[src/hw/rtl/pud_pkg.sv]
// ----------------------------------------------------------------------------
// pud_pkg
// Shared types, character codes and helpers for the percent decoder.
// ----------------------------------------------------------------------------
`default_nettype none

package pud_pkg;

    localparam logic [7:0] CH_PERCENT = 8'h25;
    localparam logic [7:0] CH_PLUS    = 8'h2B;
    localparam logic [7:0] CH_SPACE   = 8'h20;

    localparam int unsigned MAX_RES   = 3;
    localparam int unsigned Q_DEPTH   = 8;
    localparam int unsigned Q_AW      = $clog2(Q_DEPTH);
    // room kept free so a staged item and a newly taken one both fit
    localparam int unsigned Q_ACCEPT_MAX = Q_DEPTH - 2 * MAX_RES;

    typedef enum logic [1:0] {
        PH_NORMAL = 2'd0,
        PH_PCT    = 2'd1,
        PH_DIGIT  = 2'd2
    } t_phase;

    typedef struct packed {
        logic [7:0] data;
        logic       run_last;
        logic       str_end;
    } t_beat;

    typedef struct packed {
        logic [1:0]  cnt;
        t_beat [2:0] beat;
    } t_res_set;

    // {valid, nibble}
    function automatic logic [4:0] hex_value(input logic [7:0] c);
        logic [4:0] r;
        r = 5'd0;
        if (c >= 8'h30 && c <= 8'h39) begin
            r = {1'b1, 4'(c - 8'h30)};
        end else if (c >= 8'h61 && c <= 8'h66) begin
            r = {1'b1, 4'(c - 8'h61 + 8'd10)};
        end else if (c >= 8'h41 && c <= 8'h46) begin
            r = {1'b1, 4'(c - 8'h41 + 8'd10)};
        end
        return r;
    endfunction

    function automatic logic [7:0] map_plus(input logic [7:0] c, input logic plus_mode);
        return (plus_mode && c == CH_PLUS) ? CH_SPACE : c;
    endfunction

endpackage

`default_nettype wire

[src/hw/rtl/pud_decode.sv]
// ----------------------------------------------------------------------------
// pud_decode
// Escape state machine: turns one staged input byte into up to three beats.
// ----------------------------------------------------------------------------
`default_nettype none

module pud_decode (
    input  wire logic            i_clk,
    input  wire logic            i_rst_n,
    input  wire logic            i_valid,
    input  wire logic [7:0]      i_byte,
    input  wire logic            i_last,
    input  wire logic            i_plus_mode,
    output pud_pkg::t_res_set    o_res
);
    import pud_pkg::*;

    t_phase     r_phase, n_phase;
    logic [7:0] r_held, n_held;
    logic [4:0] hv_in;
    logic [4:0] hv_held;
    logic [7:0] mb;
    logic [7:0] d0, d1, d2;
    logic [1:0] cnt;

    always_ff @(posedge i_clk) begin
        if (!i_rst_n) begin
            r_phase <= PH_NORMAL;
            r_held  <= 8'd0;
        end else if (i_valid) begin
            r_phase <= n_phase;
            r_held  <= n_held;
        end
    end

    always_comb begin
        hv_in   = hex_value(i_byte);
        hv_held = hex_value(r_held);
        mb      = map_plus(i_byte, i_plus_mode);
        n_phase = PH_NORMAL;
        n_held  = r_held;
        d0      = CH_PERCENT;
        d1      = mb;
        d2      = mb;
        cnt     = 2'd0;
        unique case (r_phase)
            PH_PCT: begin
                if (hv_in[4]) begin
                    n_held = i_byte;
                    if (i_last) begin
                        // escape cut short: flush '%' and the digit
                        d1  = i_byte;
                        cnt = 2'd2;
                    end else begin
                        n_phase = PH_DIGIT;
                    end
                end else begin
                    cnt = 2'd2;
                end
            end
            PH_DIGIT: begin
                if (hv_in[4]) begin
                    d0  = {hv_held[3:0], hv_in[3:0]};
                    cnt = 2'd1;
                end else begin
                    d1  = r_held;
                    cnt = 2'd3;
                end
            end
            default: begin
                if (i_byte == CH_PERCENT) begin
                    if (i_last) begin
                        cnt = 2'd1;
                    end else begin
                        n_phase = PH_PCT;
                    end
                end else begin
                    d0  = mb;
                    cnt = 2'd1;
                end
            end
        endcase

        o_res.cnt = i_valid ? cnt : 2'd0;
        o_res.beat[0].data     = d0;
        o_res.beat[1].data     = d1;
        o_res.beat[2].data     = d2;
        o_res.beat[0].run_last = (cnt == 2'd1);
        o_res.beat[1].run_last = (cnt == 2'd2);
        o_res.beat[2].run_last = (cnt == 2'd3);
        o_res.beat[0].str_end  = i_last && (cnt == 2'd1);
        o_res.beat[1].str_end  = i_last && (cnt == 2'd2);
        o_res.beat[2].str_end  = i_last && (cnt == 2'd3);
    end

endmodule

`default_nettype wire

[src/hw/rtl/pud_fifo.sv]
// ----------------------------------------------------------------------------
// pud_fifo
// Result queue: takes up to three beats a cycle, hands out one a cycle while the reader is ready.
// ----------------------------------------------------------------------------
`default_nettype none

module pud_fifo (
    input  wire logic              i_clk,
    input  wire logic              i_rst_n,
    input  wire pud_pkg::t_res_set i_res,
    output logic                   o_valid,
    input  wire logic              i_ready,
    output pud_pkg::t_beat         o_beat,
    output logic                   o_room
);
    import pud_pkg::*;

    t_beat           r_mem [Q_DEPTH];
    logic [Q_AW-1:0] r_wr_ptr, n_wr_ptr;
    logic [Q_AW-1:0] r_rd_ptr, n_rd_ptr;
    logic [Q_AW:0]   r_count, n_count;
    logic            pop;

    always_comb begin
        pop      = (r_count != '0) && i_ready;
        n_wr_ptr = r_wr_ptr + Q_AW'(i_res.cnt);
        n_rd_ptr = r_rd_ptr + Q_AW'(pop);
        n_count  = r_count + (Q_AW+1)'(i_res.cnt) - (Q_AW+1)'(pop);
    end

    always_ff @(posedge i_clk) begin
        if (!i_rst_n) begin
            r_wr_ptr <= '0;
            r_rd_ptr <= '0;
            r_count  <= '0;
        end else begin
            r_wr_ptr <= n_wr_ptr;
            r_rd_ptr <= n_rd_ptr;
            r_count  <= n_count;
        end
    end

    always_ff @(posedge i_clk) begin
        for (int i = 0; i < MAX_RES; i++) begin
            if (Q_AW'(i) < Q_AW'(i_res.cnt)) begin
                r_mem[r_wr_ptr + Q_AW'(i)] <= i_res.beat[i];
            end
        end
    end

    assign o_valid = (r_count != '0);
    assign o_beat  = r_mem[r_rd_ptr];
    assign o_room  = (r_count <= (Q_AW+1)'(Q_ACCEPT_MAX));

endmodule

`default_nettype wire

[src/hw/rtl/percent_url_decoder.sv]
// ----------------------------------------------------------------------------
// percent_url_decoder
// Streaming URL percent decoder with optional '+' to space conversion.
// ----------------------------------------------------------------------------
// Path: an input beat is registered, decoded combinationally and queued.
// Throughput: one input beat per cycle while each yields at most one result
// and the master side is ready; the output side moves one beat per cycle
// while ready, so 2- and 3-beat escapes drain through the 8-entry result
// queue, which sets the input back-pressure.
// Reset: synchronous active-low clears escape state, queue and plus_mode.
`default_nettype none

module percent_url_decoder (
    input  wire logic       i_clk,
    input  wire logic       i_rst_n,
    input  wire logic       i_cfg_we,
    input  wire logic       i_cfg_wdata,    // plus_mode
    input  wire logic       s_axis_tvalid,
    output logic            s_axis_tready,
    input  wire logic [7:0] s_axis_tdata,   // [7:0] in_byte
    input  wire logic       s_axis_tlast,   // in_last
    output logic            m_axis_tvalid,
    input  wire logic       m_axis_tready,
    output logic [7:0]      m_axis_tdata,   // [7:0] out_byte
    output logic            m_axis_tlast,   // run_last
    output logic            m_axis_tuser    // [0] string_end
);
    import pud_pkg::*;

    logic       r_plus_mode;
    logic       r_in_valid;
    logic [7:0] r_in_byte;
    logic       r_in_last;
    t_res_set   res;
    t_beat      head;
    logic       room;

    assign s_axis_tready = room;

    always_ff @(posedge i_clk) begin
        if (!i_rst_n) begin
            r_plus_mode <= 1'b0;
            r_in_valid  <= 1'b0;
        end else begin
            if (i_cfg_we) begin
                r_plus_mode <= i_cfg_wdata;
            end
            r_in_valid <= s_axis_tvalid && room;
        end
    end

    always_ff @(posedge i_clk) begin
        if (s_axis_tvalid && room) begin
            r_in_byte <= s_axis_tdata;
            r_in_last <= s_axis_tlast;
        end
    end

    pud_decode u_decode (
        .i_clk       (i_clk),
        .i_rst_n     (i_rst_n),
        .i_valid     (r_in_valid),
        .i_byte      (r_in_byte),
        .i_last      (r_in_last),
        .i_plus_mode (r_plus_mode),
        .o_res       (res)
    );

    pud_fifo u_fifo (
        .i_clk   (i_clk),
        .i_rst_n (i_rst_n),
        .i_res   (res),
        .o_valid (m_axis_tvalid),
        .i_ready (m_axis_tready),
        .o_beat  (head),
        .o_room  (room)
    );

    assign m_axis_tdata = head.data;
    assign m_axis_tlast = head.run_last;
    assign m_axis_tuser = head.str_end;

endmodule

`default_nettype wire

[config.mk]
export PLATFORM = sky130hd
export DESIGN_NAME = percent_url_decoder
export DESIGN_NICKNAME = d
export VERILOG_FILES = /design/src/hw/rtl/pud_pkg.sv /design/src/hw/rtl/pud_decode.sv /design/src/hw/rtl/pud_fifo.sv /design/src/hw/rtl/percent_url_decoder.sv
export SDC_FILE = /design/constraint.sdc
export NUM_CORES = 1
export LEC_CHECK = 0
export BUFFER_PORTS_ARGS = -buffer_cell sky130_fd_sc_hd__buf_2
export CAP_MARGIN = 15
export CORE_ASPECT_RATIO = 1.1
export CORE_MARGIN = 2
export CORE_UTILIZATION = 35
export DETAILED_ROUTE_END_ITERATION = 8
export SETUP_SLACK_MARGIN = 0.5
export SLEW_MARGIN = 20
export SYNTH_ARGS = -nofsm -noshare
export SYNTH_HDL_FRONTEND = slang
export SYNTH_SLANG_ARGS = --single-unit
export TNS_END_PERCENT = 20
[constraint.sdc]
create_clock -name i_clk -period 5.5 [get_ports i_clk]
set_clock_uncertainty 0.2 [all_clocks]
set_input_delay 0.825 -clock i_clk [delete_from_list [all_inputs] [get_ports i_clk]]
set_output_delay 0.825 -clock i_clk [all_outputs]
set_load 0.005 [all_outputs]
# ---- After elaboration in Yosys (flattened, before gate mapping)
# Memory sizes are Yosys's and may differ from the RTL's. A register that Yosys moved wholly into a read port is not among the register bits.
# Cells that the tools add are included.
dict set report word_totals {
  reg_bits 31
  mem_count 1
  wordCells 96
  ramBits 80
  inputBits 15
  out_inout_bits 12
}
dict set report op_classes {
  addsub 16
  magnitude_cmp 16
  mux 33
  n_reduce_logical 14
  n_eq_ne 7
}
# name words width read_ports rd_ports_with_merged_regs write_ports line_no
set memory_table {}
lappend memory_table {u_fifo.r_mem 8 10 1 1 3 pud_fifo.sv:18} ;# t_beat r_mem [Q_DEPTH];
# cell count
set op_table {}
lappend op_table {{$mux W8} 6}
lappend op_table {{$ge A8 B7 Y1 const B} 4}
lappend op_table {{$le A8 B7 Y1 const B} 4}
lappend op_table {{$pmux W8 S2} 2}
lappend op_table {{$sub A4 B1 Y4 const B} 6}
lappend op_table {{$add A4 B4 Y4 const B} 4}
lappend op_table {{$eq A8 B6 Y1 const B} 2}
lappend op_table {{$ge A8 B6 Y1 const B} 2}
lappend op_table {{$le A8 B6 Y1 const B} 2}
lappend op_table {{$mux W5} 3}
lappend op_table {{$mux W2} 7}
lappend op_table {{$logic_and A1 B1 Y1} 12}
lappend op_table {{$mux W4} 3}
lappend op_table {{$mux W1} 9}
lappend op_table {{$pmux W2 S2} 2}
lappend op_table {{$eq A2 B2 Y1 const B} 3}
lappend op_table {{$add A4 B2 Y4} 1}
lappend op_table {{$eq A2 B1 Y1 const B} 2}
lappend op_table {{$le A4 B2 Y1 const B} 1}
lappend op_table {{$lt A1 B2 Y1 const A} 2}
lappend op_table {{$reduce_bool A4 Y1} 1}
lappend op_table {{$sub A4 B1 Y4} 1}
lappend op_table {{$add A3 B1 Y3} 1}
lappend op_table {{$add A3 B1 Y3 const B} 1}
lappend op_table {{5 further kinds} 5}

# ---- Logic depth before layout (Yosys ltp)
dict set report logic_depth {
  ltp_word 11
  mapped_depth 16
}

# ---- Hierarchy
# Synthesis repeated with hierarchy kept, for this count alone.
dict set report unflattened {
  hier_cells 835
  hier_area_um2 7783.7
}
# module cells_each n_inst area_per_inst_um2 seq_area_each_um2
set modules_own_cells {}
lappend modules_own_cells {pud_fifo 644 1 6200.9 2602.5}
lappend modules_own_cells {pud_decode 176 1 1243.7 200.2}
lappend modules_own_cells {percent_url_decoder 15 1 339.1 310.3}

# ---- Worst setup path after synthesis
# No wires, ideal clock.
dict set report synth_path {
  path_type {register to register}
  from {reg r_in_byte[0]}
  to {mem u_fifo.r_mem[1][0] (netlist bit) (enable)}
  slack_ns 1.465
  required_time_ns 4.885
  t_arrival_ns 3.421
  setup_time_ns 0.415
  synth_period_minus_slack_ns 4.035
  stages_incl_launch_ff 11
  path_cell_list {edfxtp_1 -> buf_2 -> inv_1 -> ha_1 -> or3b_1 -> o311ai_2 -> a21oi_2 -> buf_2 -> o32ai_1 -> nand3_1 -> o311ai_0}
}
# element line_no
set synth_rtl {}
lappend synth_rtl {{start: declaration} percent_url_decoder.sv:32} ;# logic [7:0] r_in_byte;
lappend synth_rtl {{start signal: assignment} percent_url_decoder.sv:54} ;# r_in_byte <= s_axis_tdata;
lappend synth_rtl {{end: declaration} pud_fifo.sv:18}

==> flow_summary_export.csv <==
group,metric,value,unit
placement,port_buffers,26,
final_layout,fillers,1958,
global_route,grt_overflow,0,
logic_synthesis,synth_edf_count,89,
timing,hold_violations,0,
routing,vias,5565,
logic_synthesis,async_reset_ff_share,0,%
setup_path,reg2reg_slack,1330,ps
power,internal_power,1662,uW
setup_path,slowest_delay,910,ps
logic_synthesis,syn_area,7024,um^2
setup_path,reg2reg_from,"r_in_byte[0]$_DFFE_PP_",
setup_path,arrival,3960,ps
logic_synthesis,synth_ff_type,"edfxtp_1",
setup_path,cp_data_required_time,5290,ps
timing,holdWs,348.9,ps
die,dieArea,21220,um^2
die,initial_core_util,35.60,%
logic_synthesis,synth_area_per_cell,10.87,um^2
power,p_sw,864.0,uW
placement,place_area,7326,um^2
clock_network,numCtsBuffers,9,
final_layout,multi_input_area,3621,um^2
logic_synthesis,synth-seq-cells,111,
setup_path,crit_chain,"inv_1 -> ha_1 -> nor2b_1 -> o311ai_2 -> a21oi_2 -> o32ai_1 -> nand3_1 -> o311ai_2",
final_layout,syn_to_final_growth,8.319,%
routing,wire_per_inst,23.10,um
final_layout,stdcell_count,902,
clock_network,htree_levels,3,
final_layout,n_antenna_cell,0,
timing,slew_violations,0,
power,total_power,2526,uW
setup_path,crit_slowest_cell,"o311ai_2",
placement,dpl.hpwl,15.16,mm
setup_path,path_max_fanout,20,
global_route,grt_pass1_wl,32.48,mm
clock_network,post_cts_buffers,0,
routing,drc,0,
placement,dp.cells,885,
setup_path,crit_family,"compound AO/OA/AOI/OAI gates",
placement,gp_congestion,0.9607,
clock_network,path_clk_slew,80,ps
flow_run,maxCapViolCount,0,
die,dieHeight,152.6,um
clock_network,cts_root_buf,"clkbuf_16",
setup_path,worstSetupEndpoint,"u_fifo.r_mem[1][6]$_DFFE_PP_",
routing,drtIter0Drc,802,
final_layout,nNetsFinal,683,
setup_path,crit_path_frequent_cell,"o311ai_2",
timing,max_freq,0.2397,GHz
logic_synthesis,synth.most_common_cell,"edfxtp_1",
clock_network,ctsResizeCount,0,
run_status,status,"finished clean",
global_route,grtUsageTotal,19.79,%
routing,via_per_inst,6.170,
worst_hold_path,hold_class,"reg2reg",
clock_network,cts_tree,"built",
die,rows,54,
final_layout,drive_gt1_share,18.77,%
logic_synthesis,ys_seq_area_share,44.32,%
die,coreArea,19730,um^2
global_route,antenna_found_initial,0,
clock_network,ctsHoldBuffers,0,
clock_network,cts_sinks,111,
setup_path,startpoint,"r_in_byte[0]$_DFFE_PP_",
logic_synthesis,yosysWarningCount,0,
setup_path,worst_setup_path_start_kind,"register",
global_route,grt_max_degree,23,
routing,detail-route-antenna-nets,0,
logic_synthesis,syn_inst,646,
power,switching_share,34.21,%
timing,relSlewSlack,23.93,%
timing,tns,0,ps
setup_path,crit_cells,8,
power,peakVddDrop,210.6,uV
power,power_leakage,0.002508,uW
setup_path,r2r.worst_path.cells,8,
power,p_comb_share,31.4,%
die,die_w,139.1,um
logic_synthesis,synth_top_area_share,38.05,%
timing,tightestPinTransition,1141,ps
routing,firstDrtPassIters,5,
logic_synthesis,yosys.area.top_type,"edfxtp_1",
logic_synthesis,synth_area_leaders,"edfxtp_1, mux4_2, dfxtp_1",
setup_path,crit_type,"reg2reg",
final_layout,fin_area,7609,um^2
power,power.density,332.0,nW/um^2
clock_network,insertion_delay,370,ps
timing,rsz0062_at_grt,"false",
power,seqPwrFrac,43.8,%
clock_network,cts.path.max_buffers,2,
timing,setup-violations-final,0,
logic_synthesis,syn-num-nets,684,
global_route,first_global_vias,5447,
setup_path,crit_buf_inv,1,
logic_synthesis,yosysUniqueCellTypes,74,
timing,period_minus_slack,4172,ps
power,clockPowerShare,24.8,%
setup_path,r2r-end,"u_fifo.r_mem[1][6]$_DFFE_PP_",
die,io_pins,27,
logic_synthesis,yosys-top-cells-count,"edfxtp_1, nor2_1, nand2_1",
routing,finalWirelength,20.84,mm
setup_path,crit_path_end_kind,"register",
final_layout,seq_area,3114,um^2
timing,fin_crit_sh,75.85,%
area by class of cell:
class / count / area share, %
Timing Repair Buffer: 35 / 2.598
Clock buffer: 9 / 2.960
Clock inverter: 7 / 0.6413
Inverter: 23 / 1.135
Tap cell: 252 / 4.144
Multi-Input combinational cell: 465 / 47.59
Sequential cell: 111 / 40.93
worst register-to-register path, cell delays in order (launching register included):
cell and delay (ps):
edfxtp_1 550, inv_1 140, ha_1 210, nor2b_1 170, o311ai_2 520, a21oi_2 290
o32ai_1 550, nand3_1 260, o311ai_2 910
layer usage:
metal | vias up | track usage, % | routed length (um)
met4 | 0 | 9.331 | 893
met3 | 61 | 2.608 | 1431
li1 | 2520 | - | -
met2 | 300 | 32.89 | 10030
met5 | - | 0 | 0
met1 | 2684 | 25.67 | 8480
sequential cells by signal (all words and copies together), names as in the netlist:
register and count:
r_in_valid 1, r_in_byte 8, u_decode.r_held 8, u_decode.r_phase 2, r_plus_mode 1, u_fifo.r_wr_ptr 3, u_fifo.r_mem 80, u_fifo.r_rd_ptr 3
r_in_last 1, u_fifo.r_count 4
kinds of logic (layout without fill, tap and decap cells):
family                   after synthesis  in the layout  synth area share [%]
adder cells (fa/ha/maj)               23             23                 4.311
multiplexers                          53             53                 11.58
buffers and inverters                 70             74                 4.399
AND/OR/NAND/NOR                      192            192                 15.46
AO/OA/AOI/OAI                        191            191                 19.18
flip-flops                           111            111                 44.32
XOR/XNOR                               6              6                0.7483
stage by stage:
step | utilization, % | setup WS (ps)
floorplan | - | 1465
global placement | 37.11 | 1567
detailed placement | 37.13 | 1311
CTS | 38.52 | 1281
global route | 38.57 | 1023
finish | 38.57 | 1328
how the worst min path moves through the flow:
stage / to / from / slack [ps] / cells after the start
floorplan: r_plus_mode$_SDFFE_PN0P_ / r_plus_mode$_SDFFE_PN0P_ / 270 / 2
global placement: u_decode.r_held[4]$_SDFFE_PN0P_ / u_decode.r_held[4]$_SDFFE_PN0P_ / 320 / 2
detailed placement: u_decode.r_held[7]$_SDFFE_PN0P_ / u_decode.r_held[7]$_SDFFE_PN0P_ / 330 / 1
CTS: u_decode.r_held[7]$_SDFFE_PN0P_ / u_decode.r_held[7]$_SDFFE_PN0P_ / 340 / 1
global route: u_decode.r_held[7]$_SDFFE_PN0P_ / u_decode.r_held[7]$_SDFFE_PN0P_ / 380 / 1
finish: u_decode.r_held[7]$_SDFFE_PN0P_ / u_decode.r_held[7]$_SDFFE_PN0P_ / 350 / 1
power groups by stage:
stage | Combinational, uW | Clock, uW | Sequential (uW)
after floorplan | 603 | 0 | 1040
after global placement | 776 | 0 | 1120
after detailed placement | 798 | 0 | 1120
after CTS | 801 | 633 | 1100
after global routing | 878 | 663 | 1120
final | 794 | 627 | 1110
cell usage in the layout (no fill, tap or decap), types with 4 or more instances in the layout:
cell,synthesis,routed
clkbuf_16,0,9
nand3_1,16,16
a211oi_1,11,11
o21ai_0,32,32
o2111ai_1,4,4
edfxtp_1,89,89
and2_1,13,13
a22o_1,11,11
nor4_2,5,5
nor3_1,7,7
mux4_2,20,20
nand2b_1,5,5
a21oi_1,31,31
a32oi_1,7,7
buf_4,2,8
nand4_1,7,7
nor2_1,45,45
mux2i_1,10,10
buf_2,13,26
nor2b_1,9,9
o221ai_1,12,12
o22ai_1,15,15
or4_1,5,5
mux2_2,22,22
a21boi_0,8,8
nand2_1,44,44
dfxtp_1,22,21
o211ai_1,26,26
ha_1,21,21
or3_1,5,5
o21ai_1,4,4
and3_1,7,7
inv_1,22,22
(Power assumes the default switching activity.)
